==> config.mk <==
export PLATFORM = sky130hd
export DESIGN_NAME = bb3_ctl
export DESIGN_NICKNAME = d
export VERILOG_FILES = /design/src/hw/rtl/bb3_pkg.sv /design/src/hw/rtl/bb3_ctl.sv
export SDC_FILE = /design/constraint.sdc
export NUM_CORES = 1
export LEC_CHECK = 0
export BUFFER_PORTS_ARGS = -buffer_cell sky130_fd_sc_hd__buf_2
export CAP_MARGIN = 0
export CORE_MARGIN = 10
export CORE_UTILIZATION = 55
export DETAILED_ROUTE_END_ITERATION = 8
export GPL_TIMING_DRIVEN = 0
export PLACE_DENSITY = 0.79
export SYNTH_ARGS = -nofsm -noshare
export SYNTH_HDL_FRONTEND = slang
export SYNTH_SLANG_ARGS = --single-unit
==> constraint.sdc <==
create_clock -name clk -period 5.1 [get_ports clk]
set_input_delay 0.765 -clock clk [delete_from_list [all_inputs] [get_ports clk]]
set_output_delay 0.765 -clock clk [all_outputs]
set_load 0.05 [all_outputs]
==> src/hw/rtl/bb3_pkg.sv <==
// Package for the 3x3 RGB box blur: shared types, constants and the divide-by-9 helper.
// No dependencies; every other file of the block but bb3_ram imports it.
package bb3_pkg;

    // Default line store depth (largest supported line width)
    localparam int BB3_MAX_WIDTH = 1024;

    // Configuration register layout
    localparam int CFG_IDX_W  = 1;
    localparam int CFG_DATA_W = 12;
    localparam int FW_W       = 11;
    localparam int FH_W       = 12;
    localparam logic [CFG_IDX_W-1:0] CFG_FRAME_WIDTH  = 1'd0;
    localparam logic [CFG_IDX_W-1:0] CFG_FRAME_HEIGHT = 1'd1;
    localparam logic [FW_W-1:0] FW_RESET = 11'd640;
    localparam logic [FH_W-1:0] FH_RESET = 12'd480;
    localparam int MIN_DIM = 3;

    // Output queue: power-of-two depth, room for two results kept free per item
    localparam int OQ_DEPTH = 8;
    localparam int OQ_PTR_W = $clog2(OQ_DEPTH);
    localparam int OQ_CNT_W = $clog2(OQ_DEPTH + 1);
    localparam int OQ_LIMIT = OQ_DEPTH - 2;

    // floor(s / 9) = (s * 3641) >> 15, exact for s below 32768
    localparam int SUM_W      = 12;
    localparam int DIV9_RECIP = 3641;
    localparam int DIV9_SHIFT = 15;

    typedef struct packed {
        logic [7:0] r;
        logic [7:0] g;
        logic [7:0] b;
    } rgb_t;

    // Per-channel sum of one window column (three bytes)
    typedef struct packed {
        logic [9:0] r;
        logic [9:0] g;
        logic [9:0] b;
    } colsum_t;

    // Per-channel sum over a whole window
    typedef struct packed {
        logic [SUM_W-1:0] r;
        logic [SUM_W-1:0] g;
        logic [SUM_W-1:0] b;
    } sums_t;

    // One result item
    typedef struct packed {
        rgb_t pix;
        logic last;
    } result_t;

    // Per-item command from the position control to the datapath
    typedef struct packed {
        logic valid;
        logic write;   // pixel item: line stores get written
        logic yge1;    // middle line holds data
        logic yge2;    // upper line holds data
        logic col0;    // first column: window restarts
        logic emit1;   // full 3-column result
        logic emit2;   // right-edge 2-column result
        logic last;    // right-edge result is last of frame
        rgb_t pix;
    } cmd_t;

    // Result flags traveling down the datapath
    typedef struct packed {
        logic emit1;
        logic emit2;
        logic last;
    } flags_t;

    // Results pushed into the output queue in one cycle
    typedef struct packed {
        logic [1:0] count;
        result_t    d0;
        result_t    d1;
    } push_t;

    function automatic logic [7:0] div9(input logic [SUM_W-1:0] s);
        logic [2*SUM_W-1:0] p;
        p = (2*SUM_W)'(s) * (2*SUM_W)'(DIV9_RECIP);
        return p[DIV9_SHIFT +: 8];
    endfunction

endpackage

==> src/hw/rtl/bb3_ctl.sv <==
// Position control for the box blur: config registers, line/column counters,
// item acceptance with output credit, and the per-item command. Uses bb3_pkg.
module bb3_ctl
    import bb3_pkg::*;
#(
    parameter int MAX_WIDTH = BB3_MAX_WIDTH
) (
    input  logic                         clk,
    input  logic                         rst_n,
    input  logic                         cfg_we,
    input  logic [CFG_IDX_W-1:0]         cfg_index,
    input  logic [CFG_DATA_W-1:0]        cfg_data,
    input  logic                         in_valid,
    output logic                         in_stall,
    input  logic                         action,
    input  rgb_t                         in_pix,
    input  logic                         out_pop,
    output logic [$clog2(MAX_WIDTH)-1:0] col,
    output cmd_t                         cmd,
    output logic [$clog2(MAX_WIDTH)-1:0] cmd_addr
);

    localparam int XW = $clog2(MAX_WIDTH);

    logic [FW_W-1:0]     fw_reg;
    logic [FH_W-1:0]     fh_reg;
    logic [XW-1:0]       x_reg, x_next;
    logic [FH_W-1:0]     y_reg, y_next;
    logic [OQ_CNT_W-1:0] used_reg, used_next;
    cmd_t                cmd_reg, cmd_next;
    logic [XW-1:0]       addr_reg;

    logic [XW-1:0]   wlast;
    logic [FH_W-1:0] h_eff;
    logic            y_drain, yge1, yge2, x_last, x0;
    logic            accept, active;
    logic [1:0]      n_res;

    // Effective frame size, clamped to the supported range
    always_comb
    begin
        if (32'(fw_reg) < MIN_DIM)
        begin
            wlast = XW'(MIN_DIM - 1);
        end
        else if (32'(fw_reg) > MAX_WIDTH)
        begin
            wlast = XW'(MAX_WIDTH - 1);
        end
        else
        begin
            wlast = XW'(fw_reg - 11'd1);
        end
        h_eff = (32'(fh_reg) < MIN_DIM) ? FH_W'(MIN_DIM) : fh_reg;
    end

    // Position decode and acceptance
    always_comb
    begin
        y_drain = (y_reg >= h_eff);
        yge1    = (y_reg != '0);
        yge2    = (y_reg >= FH_W'(2));
        x_last  = (x_reg == wlast);
        x0      = (x_reg == '0);
        in_stall = (used_reg > OQ_CNT_W'(OQ_LIMIT));
        accept  = in_valid && !in_stall;
        // a pixel during drain, or a drain tick before it, is dropped
        active  = accept && (action == y_drain);
        n_res   = 2'(yge1 && !x0) + 2'(yge1 && x_last);
    end

    // Counter and credit next state
    always_comb
    begin
        x_next    = x_reg;
        y_next    = y_reg;
        used_next = used_reg + OQ_CNT_W'(active ? n_res : 2'd0) - OQ_CNT_W'(out_pop);
        if (cfg_we)
        begin
            x_next = '0;
            y_next = '0;
        end
        else if (active)
        begin
            if (x_last)
            begin
                x_next = '0;
                y_next = y_drain ? '0 : y_reg + FH_W'(1);
            end
            else
            begin
                x_next = x_reg + XW'(1);
            end
        end
    end

    // Command for the datapath, registered: it arrives in the cycle after the read issue
    always_comb
    begin
        cmd_next.valid = active;
        cmd_next.write = !action;
        cmd_next.yge1  = yge1;
        cmd_next.yge2  = yge2;
        cmd_next.col0  = x0;
        cmd_next.emit1 = yge1 && !x0;
        cmd_next.emit2 = yge1 && x_last;
        cmd_next.last  = y_drain;
        cmd_next.pix   = action ? '0 : in_pix;
    end

    always_ff @(posedge clk or negedge rst_n)
    begin
        if (!rst_n)
        begin
            fw_reg   <= FW_RESET;
            fh_reg   <= FH_RESET;
            x_reg    <= '0;
            y_reg    <= '0;
            used_reg <= '0;
            cmd_reg  <= '0;
        end
        else
        begin
            if (cfg_we)
            begin
                unique case (cfg_index)
                    CFG_FRAME_WIDTH:  fw_reg <= cfg_data[FW_W-1:0];
                    CFG_FRAME_HEIGHT: fh_reg <= cfg_data[FH_W-1:0];
                endcase
            end
            x_reg    <= x_next;
            y_reg    <= y_next;
            used_reg <= used_next;
            cmd_reg  <= cmd_next;
        end
    end

    // Line store address travels with the command
    always_ff @(posedge clk)
    begin
        addr_reg <= x_reg;
    end

    assign col      = x_reg;
    assign cmd      = cmd_reg;
    assign cmd_addr = addr_reg;

endmodule

==> results of run 1 <==
path summary, 6_finish.rpt:
| path | to | slack [ns] | depth (start not counted) |
|---|---|---|---|
| worst max-delay path | used_reg[3] | 0.37 | 17 |
| worst min-delay path | col[0] | 0.23 | 1 |
| worst max register to register | used_reg[3] | 0.37 | 17 |
| worst min register to register | cmd_addr[2] | 0.39 | 0 |
| max in group asynchronous | fh_reg[6] | 4.23 | 2 |
| min in group clk | cmd_addr[2] | 0.39 | 0 |
cell usage in the layout (no fill, tap or decap), types with 9 or more instances in the layout:
cell and instances:
sky130_fd_sc_hd__clkbuf_1 12, sky130_fd_sc_hd__dfrtp_1 75, sky130_fd_sc_hd__or3_1 10, sky130_fd_sc_hd__and3_1 12, sky130_fd_sc_hd__inv_1 35, sky130_fd_sc_hd__o21ai_0 14
sky130_fd_sc_hd__ha_1 25, sky130_fd_sc_hd__nor4_1 14, sky130_fd_sc_hd__clkbuf_8 10, sky130_fd_sc_hd__nand4_1 9, sky130_fd_sc_hd__mux2_2 22, sky130_fd_sc_hd__nor2b_1 27
sky130_fd_sc_hd__a21oi_1 12, sky130_fd_sc_hd__nand2_1 19, sky130_fd_sc_hd__dfxtp_1 10, sky130_fd_sc_hd__buf_2 96, sky130_fd_sc_hd__a31oi_1 22, sky130_fd_sc_hd__nor2_1 20
sky130_fd_sc_hd__nand3_1 11
cells in the mapped netlist (4+ instances only):
cell                       instances  area [µm²]
sky130_fd_sc_hd__nor2_1           20       75.07
sky130_fd_sc_hd__or3_1            10       62.56
sky130_fd_sc_hd__nor4_1           15       93.84
sky130_fd_sc_hd__nand3_1          11       55.05
sky130_fd_sc_hd__a211oi_1          4       30.03
sky130_fd_sc_hd__nor3_1            8       40.04
sky130_fd_sc_hd__nor2b_1          27       168.9
sky130_fd_sc_hd__nand4_1           9       56.30
sky130_fd_sc_hd__dfstp_2           6       157.7
sky130_fd_sc_hd__o31ai_1           4       30.03
sky130_fd_sc_hd__buf_6             4       45.04
sky130_fd_sc_hd__nand2_1          19       71.32
sky130_fd_sc_hd__clkbuf_1         10       37.54
sky130_fd_sc_hd__xnor2_1           8       70.07
sky130_fd_sc_hd__dfxtp_1          10       200.2
sky130_fd_sc_hd__a21oi_1          12       60.06
sky130_fd_sc_hd__mux2_2           22       247.7
sky130_fd_sc_hd__ha_1             25       312.8
sky130_fd_sc_hd__inv_1            35       131.4
sky130_fd_sc_hd__dfrtp_1          75        1877
sky130_fd_sc_hd__o21ai_0          14       70.07
sky130_fd_sc_hd__a31oi_1          22       137.6
sky130_fd_sc_hd__and3_1           12       75.07
worst reg2reg max path, cell delays in order (launching register included):
cell and delay (ns):
sky130_fd_sc_hd__dfrtp_1 0.38, sky130_fd_sc_hd__buf_6 0.13, sky130_fd_sc_hd__inv_1 0.10, sky130_fd_sc_hd__ha_1 0.33, sky130_fd_sc_hd__or4b_4 0.55, sky130_fd_sc_hd__or3_2 0.44
sky130_fd_sc_hd__a41o_2 0.30, sky130_fd_sc_hd__nor4_2 0.58, sky130_fd_sc_hd__nand2_1 0.20, sky130_fd_sc_hd__a21oi_1 0.22, sky130_fd_sc_hd__ha_1 0.18, sky130_fd_sc_hd__nand2_1 0.06
sky130_fd_sc_hd__ha_1 0.30, sky130_fd_sc_hd__inv_1 0.07, sky130_fd_sc_hd__ha_1 0.29, sky130_fd_sc_hd__a21o_1 0.18, sky130_fd_sc_hd__a21oi_1 0.19, sky130_fd_sc_hd__xnor2_1 0.14
where the power goes:
part           internal [µW]  switching [µW]
Sequential               794            55.1
Clock                    230             261
Combinational            192             336
logic make-up (layout without fill, tap and decap cells):
group	after synthesis	count (layout)	share of synthesized area, %
flip-flops	91	91	47.25
AND/OR/NAND/NOR	154	154	18.84
adder cells (fa/ha/maj)	26	26	7.037
multiplexers	23	23	5.450
buffers and inverters	57	168	6.164
XOR/XNOR	10	10	1.852
AO/OA/AOI/OAI	88	88	13.41
layer usage:
| metal | wire length, µm | global-route usage, % |
|---|---|---|
| met5 | 0 | 0 |
| met4 | 197 | 6.345 |
| met3 | 1210 | 6.973 |
| met2 | 5403 | 28.07 |
| met1 | 4818 | 21.95 |
per-stage QoR:
| stage | cell area (µm²) | setup slack [ns] |
|---|---|---|
| floorplan | 4730 | 0.9747 |
| global placement | 5331 | 0.3462 |
| detailed placement | 5361 | 0.2397 |
| CTS | 5555 | 0.1510 |
| global route | 5568 | 0.1579 |
| finish | 5568 | 0.3730 |
layout make-up:
class / instances / area, µm²
Buffer: 21 / 156.4
Clock buffer: 11 / 131.4
Clock inverter: 5 / 62.56
Fill cell: 637 / 2731
Inverter: 36 / 135.1
Multi-Input combinational cell: 301 / 2216
Sequential cell: 91 / 2235
Tap cell: 105 / 131.4
Timing Repair Buffer: 95 / 500.5
==> results.json, run 1 <==
{
  "critPathSlowestCell": "sky130_fd_sc_hd__nor4_2",
  "worstReg2RegStart": "fw_reg[0]",
  "std_cell_rows": 33,
  "mappedNetlistArea_um2": 4730,
  "cpLargestDelayFamily": "simple AND/OR/NAND/NOR gates",
  "drt-pass1-iter-count": 5,
  "run_status": "finished clean",
  "largest_register_ffs": 32,
  "initial_utilization_pct": 56.99,
  "report.power.total_uw": 1868,
  "final_worst_path_cycle_share_pct": 92.69,
  "post_synth.cell_area_avg_um2": 10.53,
  "critPathBufInv": 3,
  "dpl.cell_count": 649,
  "path_clk_slew_ns": 0.10,
  "floorplan.core_area_um2": 8299,
  "totalWireLength_mm": 11.63,
  "yosysSeqAreaShare_pct": 47.25,
  "timing.fmax_ghz": 0.2116,
  "critPathMostFrequentCell": "sky130_fd_sc_hd__ha_1",
  "timing.critical_path.fanout_max": 8,
  "synth_async_sr_flop_share_pct": 89.01,
  "detail_route.wl_per_cell_um": 17.49,
  "grt_pass1_wl_mm": 19.13,
  "startpoint": "fw_reg[0]",
  "peakVddDrop_v": 0.0001657,
  "max_slew.worst_pin.slew_ns": 0.6061,
  "final.setup_skew_ns": 0.01251,
  "ctsHoldBuffers": 0,
  "worstPathCellList": "buf_6 > inv_1 > ha_1 > or4b_4 > or3_2 > a41o_2 > nor4_2 > nand2_1 > a21oi_1 > ha_1 > nand2_1 > ha_1 > inv_1 > ha_1 > a21o_1 > a21oi_1 > xnor2_1",
  "worst_hold_slack_ns": 0.2341,
  "overflow": 0,
  "p_leak_uw": 0.002648,
  "clock_tree.root_cell": "sky130_fd_sc_hd__clkbuf_8",
  "layout.core_utilization_pct": 67.09,
  "final_hold_violating_endpoints": 0,
  "tritoncts.num_buffers": 9,
  "critPathKind": "flip-flop to flip-flop",
  "half_perimeter_wire_length_of_the_detailed_placement_result_mm": 8.783,
  "boundaryPins": 96,
  "synth-edff-count": 0,
  "synth.yosys.warnings": 0,
  "postSynthRegisterBits": 91,
  "worst_hold_path_type": "primary input to async pin",
  "drv_cap": 0,
  "global_placer_s_final_weighted_congestion": 0.9190,
  "area_growth_syn_to_layout_pct": 17.72,
  "startpoint_kind_of_the_worst_setup_timing_path": "flip-flop",
  "worst_case_headroom_to_the_max_slew_limit_pct": 59.26,
  "synth-main-ff-cell": "sky130_fd_sc_hd__dfrtp_1",
  "cts_sinks": 91,
  "cts_tree": "yes",
  "die-area_um2": 12710,
  "detailedRoute.firstIterationViolations": 270,
  "cts_resized": 0,
  "post_synth_inst_count": 449,
  "io_buffer_count": 94,
  "dieWidth_um": 112.7,
  "total_drc_errors_in_the_routed_layout": 0,
  "syn-num-nets": 518,
  "cp.arrival_ns": 5.01,
  "postCtsSetupRepairBufs": 0,
  "rsz0062_at_grt": "false",
  "clockBufferDepth": 2,
  "grt_antenna_before_repair": 0,
  "setup_total_negative_slack_ns": 0,
  "critical-path-max-stage-delay_ns": 0.58,
  "synthDistinctLibCells": 64,
  "via_count_of_the_first_global_routing_pass": 4023,
  "critPathRequiredTime_ns": 5.39,
  "cp-end-kind": "flip-flop",
  "cts_max_level": 3,
  "antenna_left": 0,
  "setup_viol_count_final": 0,
  "drive_above_1_share_pct": 29.11,
  "worst_skew_pair.late_latency_ns": 0.36,
  "layout.nets": 624,
  "groute.usage.overall_pct": 17.90,
  "post_drt_via_cell_ratio": 5.935,
  "grt_start_max_net_pins": 70,
  "period_needed_ns": 4.727,
  "power_density_nw_per_um2": 335.5,
  "diodes": 0,
  "finalMaxSlewViolations": 0,
  "floorplan.die.height_um": 112.7,
  "final-instance-count-excl-fill": 665,
  "route.vias.total": 3947
}
Note: power is estimated with default switching activity, not from simulation.
==> run 2, diff against run 1 <==
Settings changed: ABC_AREA set to 1, CORE_MARGIN 10 to unset.
==> run 2 against run 1 <==
Critical endpoint is now used_reg[2]. Count of clock-buffer cells in the layout down 1. Register-to-register slack gained 1.1 ns. Flip-flop and latch count stayed put. Largest power group unchanged.
==> results.json, run 2 <==
{
  "timing.fmax_ghz": 0.2750,
  "std_cell_rows": 33,
  "finalMaxSlewViolations": 0,
  "detailedRoute.firstIterationViolations": 214,
  "final_hold_violating_endpoints": 0,
  "commonest_cells_after_routing_fill_and_taps_aside": "sky130_fd_sc_hd__nand2_1 (143), sky130_fd_sc_hd__inv_1 (96), sky130_fd_sc_hd__buf_2 (94)",
  "total_drc_errors_in_the_routed_layout": 0,
  "groute.usage.overall_pct": 24.29,
  "worst_case_headroom_to_the_max_slew_limit_pct": 58.10,
  "cp.arrival_ns": 3.88,
  "clockBufferDepth": 2,
  "floorplan.core_area_um2": 8258,
  "boundaryPins": 96,
  "synth.area.top_cells": "sky130_fd_sc_hd__dfrtp_1 (40%), sky130_fd_sc_hd__nand2_1 (11%), sky130_fd_sc_hd__inv_1 (7.6%), sky130_fd_sc_hd__ha_1 (6.6%), sky130_fd_sc_hd__nor2_1 (5.1%)",
  "io_buffer_count": 94,
  "layout_commonest_cell": "sky130_fd_sc_hd__nand2_1",
  "diodes": 0,
  "die-area_um2": 8948,
  "report.power.total_uw": 2030,
  "p_leak_uw": 0.003183,
  "power_density_nw_per_um2": 364.9,
  "path_clk_slew_ns": 0.09,
  "synth_top_cells_by_count": "sky130_fd_sc_hd__nand2_1 (143), sky130_fd_sc_hd__inv_1 (96), sky130_fd_sc_hd__dfrtp_1 (75)",
  "clock_tree.root_cell": "sky130_fd_sc_hd__clkbuf_8",
  "worstPathCellList": "nor2_1 > nand4_1 > a2111oi_0 > nor2_1 > ha_1 > a21oi_1 > o21ai_0 > nand3_1 > nand3_1 > nand2_1 > nand3_1 > inv_1 > nand2_1 > ha_1 > inv_1 > ha_1 > fa_1 > xor2_1",
  "global_placer_s_final_weighted_congestion": 0.8752,
  "layout.nets": 764,
  "post_synth_inst_count": 589,
  "post_synth.cell_area_avg_um2": 8.006,
  "grt_antenna_before_repair": 0,
  "drt-pass1-iter-count": 6,
  "overflow": 0,
  "cp-end-kind": "flip-flop",
  "drive_above_1_share_pct": 20.57,
  "critPathSlowestCell": "sky130_fd_sc_hd__a2111oi_0",
  "dieWidth_um": 94.60,
  "cts_tree": "yes",
  "largest_register_ffs": 32,
  "critical-path-max-stage-delay_ns": 0.41,
  "synth_async_sr_flop_share_pct": 89.01,
  "setup_total_negative_slack_ns": 0,
  "synthDistinctLibCells": 34,
  "area_growth_syn_to_layout_pct": 17.96,
  "grt_start_max_net_pins": 55,
  "postCtsSetupRepairBufs": 0,
  "postSynthRegisterBits": 91,
  "critPathBufInv": 2,
  "drv_cap": 0,
  "synth-main-ff-cell": "sky130_fd_sc_hd__dfrtp_1",
  "cpLargestDelayFamily": "adder cells",
  "timing.critical_path.fanout_max": 5,
  "startpoint_kind_of_the_worst_setup_timing_path": "flip-flop",
  "final.setup_skew_ns": 0.008273,
  "worst_hold_path_type": "primary input to async pin",
  "floorplan.die.height_um": 94.60,
  "regToRegSetupSlack_ns": 1.46,
  "synthMostInstantiatedCell": "sky130_fd_sc_hd__nand2_1",
  "via_count_of_the_first_global_routing_pass": 3719,
  "peakVddDrop_v": 0.0001693,
  "totalWireLength_mm": 10.11,
  "grt_pass1_wl_mm": 16.84,
  "detail_route.wl_per_cell_um": 12.55,
  "half_perimeter_wire_length_of_the_detailed_placement_result_mm": 7.683,
  "ctsHoldBuffers": 0,
  "route.vias.total": 4095,
  "synth.yosys.warnings": 0,
  "synth-edff-count": 0,
  "syn-num-nets": 658,
  "setup_viol_count_final": 0,
  "yosysSeqAreaShare_pct": 47.39,
  "critPathRequiredTime_ns": 5.35,
  "yosys.area.top_type_share_pct": 39.80,
  "antenna_left": 0,
  "initial_utilization_pct": 57.11,
  "tritoncts.num_buffers": 9,
  "worst_skew_pair.late_latency_ns": 0.35,
  "critPathKind": "flip-flop to flip-flop",
  "period_needed_ns": 3.636,
  "final_worst_path_cycle_share_pct": 71.29,
  "rsz0062_at_grt": "false",
  "run_status": "finished clean",
  "cts_resized": 0,
  "post_drt_via_cell_ratio": 5.087,
  "cts_max_level": 3,
  "mappedNetlistArea_um2": 4716,
  "cts_sinks": 91,
  "max_slew.worst_pin.slew_ns": 0.6285,
  "synth_top_cell_by_area": "sky130_fd_sc_hd__dfrtp_1"
}
==> run 2: changes by cell type after synthesis, moves of 11 or more <==
| cell | previous run | this run |
|---|---|---|
| sky130_fd_sc_hd__o21ai_0 | 14 | 26 |
| sky130_fd_sc_hd__nand2_1 | 19 | 143 |
| sky130_fd_sc_hd__mux2_2 | 22 | 0 |
| sky130_fd_sc_hd__nor2_1 | 20 | 64 |
| sky130_fd_sc_hd__nor4_1 | 15 | 4 |
| sky130_fd_sc_hd__nor2b_1 | 27 | 0 |
| sky130_fd_sc_hd__inv_1 | 35 | 96 |
| sky130_fd_sc_hd__and3_1 | 12 | 0 |
| sky130_fd_sc_hd__a31oi_1 | 22 | 2 |
| sky130_fd_sc_hd__nand3_1 | 11 | 45 |
==> run 2: worst paths after layout <==
kind / from / endpoint / cells past startpoint
max in group asynchronous: rst_n / col[8] / 2
min in group clk: col[2] / cmd_addr[2] / 0
max reg2reg: fh_reg[10] / used_reg[2] / 18
min: rst_n / cmd[14] / 1
min reg2reg: col[2] / cmd_addr[2] / 0
max: fh_reg[10] / used_reg[2] / 18
==> run 2: where the power goes <==
part / switching (µW) / internal (µW) / total (µW)
combinational: 433 / 194 / 627
clock: 253 / 278 / 531
sequential: 60.9 / 811 / 872
total: 747 / 1280 / 2030
==> run 2: area by class of cell <==
cell class,instances,area [µm²]
inverter,98,367.9
timing repair buffer,95,500.5
clock buffer,10,127.6
multi-input combinational,382,2007
sequential,91,2235
tap,105,131.4
buffer,18,106.4
fill,750,2695
clock inverter,6,87.58
==> run 2: per-layer routing <==
| layer | GRT usage (%) | share of wire [%] |
|---|---|---|
| met4 | 7.955 | 1.4 |
| met2 | 41.18 | 50 |
| met3 | 4.106 | 5.4 |
| met1 | 31.66 | 43 |
| met5 | 0 | 0 |
==> run 2: logic make-up after synthesis <==
logic type / after synthesis / synth area share, %
xor gates and xnor gates: 12 / 2.229
buffers and inverters: 116 / 10.06
AOI/OAI and AO/OA: 47 / 5.280
DFF: 91 / 47.39
adders and majority gates: 26 / 7.058
and+or+nand+nor: 297 / 27.99
==> run 2: stage by stage <==
stage / std cells / utilization [%] / hold WS [ns] / worst slack, ns / area [µm²]
2_1_floorplan: 589 / - / 0.4630 / 1.898 / 4716
3_3_place_gp: 788 / 64.39 / 0.3717 / 1.597 / 5318
3_5_place_dp: 789 / 64.76 / 0.3747 / 1.514 / 5348
4_1_cts: 805 / 67.36 / 0.3212 / 1.507 / 5563
5_1_grt: 805 / 67.36 / 0.3257 / 1.125 / 5563
6_report: 805 / 67.36 / 0.3163 / 1.464 / 5563
==> run 3, diff against run 2 <==
Clock period 5.1 ns to 3.65 ns, I/O delays scaled along.
==> run 3 against run 2 <==
Critical path depth grew 4. Global-route usage is the same. Non-clock buffer count did not move. Worst setup slack got worse by 1.3 ns. Critical path type unchanged. Clock power rose by 40%. Combinational power increased by 41%.
==> results.json, run 3 (same netlist as run 2, synthesis figures left out) <==
{
  "cp.depth": 22,
  "std_cell_rows": 33,
  "half_perimeter_wire_length_of_the_detailed_placement_result_mm": 7.683,
  "final_hold_violating_endpoints": 0,
  "post_drt_via_cell_ratio": 5.015,
  "floorplan.core_area_um2": 8258,
  "p_leak_uw": 0.003178,
  "worst_hold_path_type": "primary input to async pin",
  "grt_antenna_before_repair": 0,
  "power_frac_clock_pct": 26.1,
  "path_clk_slew_ns": 0.09,
  "regToRegSetupSlack_ns": 0.20,
  "global_placer_s_final_weighted_congestion": 0.8752,
  "power_frac_comb_pct": 31.0,
  "area_growth_syn_to_layout_pct": 18.55,
  "overflow": 0,
  "timing.rr.end": "used_reg[2]",
  "total_drc_errors_in_the_routed_layout": 0,
  "p_int_uw": 1795,
  "timing.fmax_ghz": 0.2900,
  "drt-pass1-iter-count": 5,
  "timing.critical_path.fanout_max": 10,
  "via_count_of_the_first_global_routing_pass": 3719,
  "run_status": "finished clean",
  "commonest_cells_after_routing_fill_and_taps_aside": "sky130_fd_sc_hd__nand2_1 (143), sky130_fd_sc_hd__inv_1 (94), sky130_fd_sc_hd__buf_2 (94)",
  "final.fill_count": 749,
  "critPathKind": "flip-flop to flip-flop",
  "finalWorstSetupSlack_ns": 0.2019,
  "tritoncts.num_buffers": 9,
  "cpLargestDelayFamily": "adder cells",
  "sw_frac_of_total_pct": 36.99,
  "final_worst_path_cycle_share_pct": 94.47,
  "drv_cap": 0,
  "finalMaxSlewViolations": 0,
  "diodes": 0,
  "endpoint": "used_reg[2]",
  "critPathRequiredTime_ns": 3.89,
  "critPathBufInv": 3,
  "final.setup_skew_ns": 0.009222,
  "antenna_left": 0,
  "worstReg2RegStart": "fw_reg[0]",
  "detailedRoute.firstIterationViolations": 205,
  "postCtsSetupRepairBufs": 0,
  "worst_r2r_path_depth": 22,
  "clockBufferDepth": 2,
  "groute.usage.overall_pct": 24.29,
  "netSwitchingPower_uw": 1054,
  "largest_register_ffs": 32,
  "route.vias.total": 4037,
  "setup_viol_count_final": 0,
  "floorplan.die.height_um": 94.60,
  "startpoint": "fw_reg[0]",
  "layout.nets": 764,
  "drive_above_1_share_pct": 21.57,
  "startpoint_kind_of_the_worst_setup_timing_path": "flip-flop",
  "grt_pass1_wl_mm": 16.84,
  "layout_commonest_cell": "sky130_fd_sc_hd__nand2_1",
  "finish.instance_area_um2": 5590,
  "critPathSlowestCell": "sky130_fd_sc_hd__dfrtp_2",
  "seq_power_share_pct": 42.8,
  "critical-path-max-stage-delay_ns": 0.45,
  "post-place-ws_ns": 0.06350,
  "period_needed_ns": 3.448,
  "die-area_um2": 8948,
  "io_buffer_count": 94,
  "peakVddDrop_v": 0.0002386,
  "dieWidth_um": 94.60,
  "layout.core_utilization_pct": 67.70,
  "clock_tree.root_cell": "sky130_fd_sc_hd__clkbuf_8",
  "cts_tree": "yes",
  "initial_utilization_pct": 57.11,
  "detail_route.wl_per_cell_um": 12.61,
  "totalWireLength_mm": 10.15,
  "boundaryPins": 96,
  "power_density_nw_per_um2": 509.7,
  "worst_skew_pair.late_latency_ns": 0.35,
  "cp.arrival_ns": 3.69,
  "worst_hold_slack_ns": 0.09902,
  "cp-end-kind": "flip-flop",
  "critPathMostFrequentCell": "sky130_fd_sc_hd__nand2_1",
  "max_slew.worst_pin.slew_ns": 0.6351,
  "cts_max_level": 3,
  "worstPathCellList": "inv_2 > ha_2 > nand2_2 > nor2_2 > nand3_2 > nand2_2 > buf_6 > nand2_1 > nand2_1 > nand2_1 > nand2_1 > nand2_1 > nor2_4 > nand3_4 > a31oi_4 > ha_1 > nand2_1 > ha_1 > inv_1 > ha_1 > fa_1 > xor2_1",
  "detailed_place.area_um2": 5348,
  "grt_start_max_net_pins": 55,
  "worst_case_headroom_to_the_max_slew_limit_pct": 57.66,
  "cts_sinks": 91
}
-- run 3: layer usage --
layer	vias to the layer above	part of all wire (%)	global-route usage (%)	wire, µm
li1	2050	-	-	-
met5	-	0	0	0
met4	0	1.4	7.955	141
met3	16	4.5	4.106	460
met2	108	49	41.18	5000
met1	1863	45	31.66	4549
-- run 3: per-stage QoR --
stage	std cells	TNS, ns	total power (µW)
5_1_grt	805	-0.02516	3017
2_1_floorplan	589	0	1887
3_3_place_gp	788	0	2073
3_5_place_dp	789	0	2114
4_1_cts	805	0	2851
6_report	805	0	2849
-- run 3: worst register-to-register path, stage by stage, from the launching register on --
cell and delay [ns]:
sky130_fd_sc_hd__dfrtp_2 0.45, sky130_fd_sc_hd__inv_2 0.09, sky130_fd_sc_hd__ha_2 0.20, sky130_fd_sc_hd__nand2_2 0.07, sky130_fd_sc_hd__nor2_2 0.12, sky130_fd_sc_hd__nand3_2 0.09
sky130_fd_sc_hd__nand2_2 0.08, sky130_fd_sc_hd__buf_6 0.14, sky130_fd_sc_hd__nand2_1 0.08, sky130_fd_sc_hd__nand2_1 0.06, sky130_fd_sc_hd__nand2_1 0.05, sky130_fd_sc_hd__nand2_1 0.06
sky130_fd_sc_hd__nand2_1 0.09, sky130_fd_sc_hd__nor2_4 0.13, sky130_fd_sc_hd__nand3_4 0.16, sky130_fd_sc_hd__a31oi_4 0.19, sky130_fd_sc_hd__ha_1 0.15, sky130_fd_sc_hd__nand2_1 0.05
sky130_fd_sc_hd__ha_1 0.27, sky130_fd_sc_hd__inv_1 0.04, sky130_fd_sc_hd__ha_1 0.20, sky130_fd_sc_hd__fa_1 0.39, sky130_fd_sc_hd__xor2_1 0.17
-- run 3: worst min path at each step --
stage                              to  depth (start not counted)    from
after global routing          cmd[14]                          1   rst_n
after CTS                     cmd[14]                          1   rst_n
final                         cmd[14]                          1   rst_n
after detailed placement  cmd_addr[2]                          0  col[2]
after global placement    cmd_addr[2]                          0  col[2]
after floorplan                cmd[0]                          0   rst_n
-- run 3: area by class of cell --
class / count / area (µm²) / share of cell area, %
buffer: 18 / 106.4 / 1.902
tap: 105 / 131.4 / 2.350
sequential: 91 / 2236 / 40.00
inverter: 98 / 367.9 / 6.580
multi-input combinational: 382 / 2033 / 36.37
clock inverter: 6 / 87.58 / 1.567
clock buffer: 10 / 127.6 / 2.283
timing repair buffer: 95 / 500.5 / 8.953
-- run 3: what timing repair did --
action	CTS	global route
endpoints found under the setup margin	0	3
gates resized for setup	0	9
hold buffers	0	0
-- run 3: power by group through the flow --
stage	Clock [µW]	Combinational, µW	Sequential, µW
final	745	884	1220
after global routing	792	987	1240
after CTS	751	881	1220
after detailed placement	0	876	1240
after global placement	0	840	1230
after floorplan	0	471	1420
